===== src/rtl/core/iwo_pkg.sv =====
// shared types, widths and constants of the wavetable oscillator voice
package iwo_pkg;

    localparam int DEFAULT_TABLE_SIZE = 1024;
    localparam int FRAC_W = 16;
    localparam int ADDR_FIELD_W = 10;
    localparam int SAMPLE_W = 16;
    localparam int ACC_W = 24;
    localparam int GAIN_W = 16;
    localparam int TUNE_W = 24;

    // stream widths: input fields fill 98 bits, padded to whole bytes
    localparam int S_TDATA_W = 104;
    localparam int M_TDATA_W = 24;

    // input tdata field positions
    localparam int ADDR_LSB = 0;
    localparam int VALUE_LSB = ADDR_LSB + ADDR_FIELD_W;
    localparam int RATE_LSB = VALUE_LSB + SAMPLE_W;
    localparam int MOD_LSB = RATE_LSB + SAMPLE_W;
    localparam int SYNC_LSB = MOD_LSB + SAMPLE_W;
    localparam int ACC_LSB = SYNC_LSB + SAMPLE_W;

    localparam int CFG_INDEX_W = 2;
    localparam int CFG_DATA_W = 24;

    localparam int QUEUE_DEPTH = 2;

    localparam logic [GAIN_W-1:0] GAIN_RESET = 16'd32768;
    localparam logic signed [TUNE_W-1:0] TUNE_RESET = 24'sd65536;
    localparam logic signed [SAMPLE_W-1:0] MOD_DEPTH_RESET = 16'sd0;

    typedef enum logic {
        KIND_SAMPLE = 1'b0,
        KIND_WRITE  = 1'b1
    } kind_t;

    typedef enum logic [CFG_INDEX_W-1:0] {
        REG_GAIN      = 2'd0,
        REG_TUNE      = 2'd1,
        REG_MOD_DEPTH = 2'd2
    } cfg_reg_t;

    typedef struct packed {
        logic [GAIN_W-1:0]          gain;
        logic signed [TUNE_W-1:0]   tune;
        logic signed [SAMPLE_W-1:0] mod_depth;
    } cfg_t;

    // one classified request as it waits in the queue
    typedef struct packed {
        kind_t                      kind;
        logic [ADDR_FIELD_W-1:0]    table_addr;
        logic signed [SAMPLE_W-1:0] table_value;
        logic signed [SAMPLE_W-1:0] rate_in;
        logic signed [SAMPLE_W-1:0] mod_in;
        logic                       sync_neg;
        logic signed [ACC_W-1:0]    acc_in;
    } item_t;

endpackage


===== src/rtl/core/iwo_queue.sv =====
// short request queue between the front and the back of the voice
module iwo_queue (
    input  logic           clk,
    input  logic           rst_n,
    input  logic           push,
    input  iwo_pkg::item_t push_item,
    output logic           full,
    input  logic           pop,
    output logic           head_valid,
    output iwo_pkg::item_t head_item
);
    import iwo_pkg::*;

    localparam int PTR_W = (QUEUE_DEPTH > 1) ? $clog2(QUEUE_DEPTH) : 1;
    localparam int CNT_W = $clog2(QUEUE_DEPTH + 1);

    item_t            slot_reg [QUEUE_DEPTH];
    logic [PTR_W-1:0] wr_ptr_reg;
    logic [PTR_W-1:0] wr_ptr_next;
    logic [PTR_W-1:0] rd_ptr_reg;
    logic [PTR_W-1:0] rd_ptr_next;
    logic [CNT_W-1:0] count_reg;
    logic [CNT_W-1:0] count_next;

    assign full       = (count_reg == CNT_W'(QUEUE_DEPTH));
    assign head_valid = (count_reg != '0);
    assign head_item  = slot_reg[rd_ptr_reg];

    always_comb
    begin
        wr_ptr_next = wr_ptr_reg;
        rd_ptr_next = rd_ptr_reg;
        count_next  = count_reg;
        if (push)
        begin
            wr_ptr_next = (wr_ptr_reg == PTR_W'(QUEUE_DEPTH - 1)) ? '0 : wr_ptr_reg + 1'b1;
        end
        if (pop)
        begin
            rd_ptr_next = (rd_ptr_reg == PTR_W'(QUEUE_DEPTH - 1)) ? '0 : rd_ptr_reg + 1'b1;
        end
        if (push && !pop)
        begin
            count_next = count_reg + 1'b1;
        end
        else if (pop && !push)
        begin
            count_next = count_reg - 1'b1;
        end
    end

    always_ff @(posedge clk or negedge rst_n)
    begin
        if (!rst_n)
        begin
            wr_ptr_reg <= '0;
            rd_ptr_reg <= '0;
            count_reg  <= '0;
        end
        else
        begin
            wr_ptr_reg <= wr_ptr_next;
            rd_ptr_reg <= rd_ptr_next;
            count_reg  <= count_next;
        end
    end

    always_ff @(posedge clk)
    begin
        if (push)
        begin
            slot_reg[wr_ptr_reg] <= push_item;
        end
    end

endmodule


===== config.mk =====
export PLATFORM = sky130hd
export DESIGN_NAME = iwo_queue
export DESIGN_NICKNAME = d
export VERILOG_FILES = /design/src/rtl/core/iwo_pkg.sv /design/src/rtl/core/iwo_queue.sv
export SDC_FILE = /design/constraint.sdc
export NUM_CORES = 1
export LEC_CHECK = 0
export BUFFER_PORTS_ARGS = -buffer_cell sky130_fd_sc_hd__clkbuf_2
export CAP_MARGIN = 0
export CORE_MARGIN = 2
export CORE_UTILIZATION = 52
export DETAILED_ROUTE_END_ITERATION = 8
export PLACE_DENSITY = 0.77
export SETUP_SLACK_MARGIN = 0.2
export SLEW_MARGIN = 20
export SYNTH_ARGS = -nofsm -noshare
export SYNTH_HDL_FRONTEND = slang
export SYNTH_SLANG_ARGS = --single-unit

===== constraint.sdc =====
create_clock -name clk -period 6.6 [get_ports clk]
set_input_delay 1.65 -clock clk [delete_from_list [all_inputs] [get_ports clk]]
set_output_delay 1.65 -clock clk [all_outputs]
set_load 0.05 [all_outputs]

==> out/qor.yml <==
routing:
  drtIter0Drc: 179
  via_count: 3153
  drc: 0
  viasPerCell: 5.05
  dr.pass1.iters: 4
  ant_nets: 0
  routedWlPerCell_um: 17.0
  routed_wl_um: 10600
grt:
  grt_use_total: 0.167
  grt_pass1_vias: 3282
  grt_max_degree: 86
  grt-ovfl-total: 0
  antenna_found_initial: 0
  grt_pass1_wl_um: 15900
final_layout:
  num_antenna_cells: 0
  final_cells: 624
  largest_reg_flops: 168
  nets: 553
  final_cell_area_um2: 7840
  final.fill_count: 830
  multiInputGateArea_um2: 1040
  drive_gt1_frac: 0.507
  area_delta_synth_final_pct: 25.3
  seqCellArea_um2: 5150
timing:
  setup_viol: 0
  rsz0062_at_grt: "false"
  post-route-period-util: 0.576
  tightest_slew_ns: 0.615
  clock_skew_ns: 0.00468
  period_minus_slack_ns: 3.80
  final.setup.tns_ns: 0
  clock.fmax_mhz: 263
  drv_slew: 0
  relSlewSlack: 0.590
  final.setup.worst_slack_ns: 2.80
  hold_viol: 0
placement:
  gp_congestion: 0.678
  dp_hpwl_um: 6730
  portBuffers: 173
  place_inst: 589
  placed_area_um2: 7250
  dp_slack_ns: 2.73
synthesis:
  synth_edf_count: 168
  ys_ff_latch: 172
  yosys.cell_types.count: 15
  synth_top_area_frac: 0.806
  synth_area_leaders: "edfxtp_1 (81%), mux2_1 (9.0%), mux2_2 (6.1%), dfrtp_1 (1.6%), buf_6 (0.90%)"
  synth_area_leader_cell: "edfxtp_1"
  synth.most_common_cell: "edfxtp_1"
  ys.warnings.count: 0
  async_reset_ff_frac: 0.0233
  syn_area_um2: 6260
  post_synth.cell_area_avg_um2: 22.6
  syn_nets: 366
  netlist_instances: 277
  synth.top_cells.by_count: "edfxtp_1 (168), mux2_1 (50), mux2_2 (34)"
  dominantRegCellSynth: "edfxtp_1"
  yosysSeqAreaShare: 0.822
flow_run:
  drv_cap: 0
floorplanning:
  die_h_um: 114
  die_width_um: 114
  coreArea_um2: 11900
  num_rows: 40
  initial_core_util: 0.528
  die_area_um2: 12900
  pin_count: 174
pwr:
  p_per_area_nw_per_um2: 504
  ir_drop_v: 0.000503
  p_leak_uw: 0.00302
clock_tree:
  clock_path_buffers: 2
  clkLatencyLatePin_ns: 0.42
  clock-root-buffer: "clkbuf_16"
  clk_pin_slew_ns: 0.06
  cts_buffers: 17
  clock-sinks: 172
  ctsHtreeMaxLevel: 4
  cts_tree: "done"
  cts_setup_buffers: 0
  holdBufCountCts: 0
  cts_resized: 0
critical_path:
  crit_arrival_ns: 2.15
  cp_max_fo: 53
  crit_buf_inv: 2
  cpLargestDelayFamily: "flip-flops"
  end_kind: "primary output"
  required_ns: 4.95
  slowest_delay_ns: 0.74
  cp-start-kind: "flip-flop"
  cp_cell_sequence: "buf_16 > mux2_2 > clkbuf_2"
  path_class: "flip-flop to primary output"
  critPathSlowestCell: "dfrtp_4"
worst_hold_path:
  hp-class: "flip-flop to flip-flop"
outcome:
  status: "finished, final reports clean"
==> power by group <==
part	switching [uW]	internal [uW]	leakage (uW)	total, uW
combinational	1140	399	0.00114	1540
clock	371	495	0.000254	866
sequential	92.4	1450	0.00162	1540
==> routing by layer <==
layer | share of wire | track usage | vias to the layer above | wire [um]
li1 | - | - | 1477 | -
met1 | 0.39 | 0.186 | 1545 | 4190
met2 | 0.51 | 0.279 | 115 | 5440
met3 | 0.078 | 0.0691 | 16 | 832
met4 | 0.015 | 0.0797 | 0 | 163
met5 | 0 | 0 | - | 0
==> metrics by stage <==
stage / util / total power [uW] / hold slack, ns
3_3_place_gp: 0.611 / 3070 / 0.468
3_5_place_dp: 0.611 / 3090 / 0.480
6_report: 0.661 / 3950 / 0.493
4_1_cts: 0.655 / 3970 / 0.498
5_1_grt: 0.661 / 4100 / 0.511
2_1_floorplan: - / 2800 / 0.447
==> cell usage in the layout, fill, tap and decap left out, drive strengths merged, types with 2 or more instances in the layout <==
master and n:
nor2b 2, xor2 4, mux2 84, clkbuf 196, clkinv 7, dfrtp 4, clkinvlp 2, edfxtp 168
buf 4
==> path summary, 6_finish.rpt <==
check,endpoint,from,slack (ns),cells past startpoint
setup reg to reg,slot_reg[0][15]$_DFFE_PP_,wr_ptr_reg$_DFFE_PN0P_,4.70,2
hold reg to reg,count_reg[1]$_DFFE_PN0P_,count_reg[1]$_DFFE_PN0P_,0.49,1
max in group asynchronous,rd_ptr_reg$_DFFE_PN0P_,rst_n,5.42,1
setup / recovery,head_item[63],rd_ptr_reg$_DFFE_PN0P_,2.80,3
hold / removal,count_reg[1]$_DFFE_PN0P_,count_reg[1]$_DFFE_PN0P_,0.49,1
min in group asynchronous,count_reg[0]$_DFFE_PN0P_,rst_n,1.03,1
==> cell families (layout without fill, tap and decap cells) <==
| kind of cell | count (synthesis) | count (layout) | synth area share |
|---|---|---|---|
| simple gates | 5 | 5 | 0.00460 |
| xor+xnor | 5 | 5 | 0.00700 |
| fa+ha+maj | 1 | 1 | 0.00200 |
| flops | 172 | 172 | 0.822 |
| mux | 84 | 84 | 0.151 |
| buf+inv | 10 | 210 | 0.0132 |
==> final cells by class <==
type / count / share of cell area
repair buffers: 177 / 0.121
flip-flops and latches: 172 / 0.657
inverters: 1 / 0.000479
clock buffers: 23 / 0.0597
well taps: 147 / 0.0235
clock inverters: 9 / 0.00622
multi-input cells: 95 / 0.133
==> worst register-to-register path, cell delays in order, from the launching register on <==
cell and delay (ns):
dfrtp_1 0.42, nor2b_4 0.46, buf_4 0.60
No activity file was read; power rests on OpenSTA's default activity.
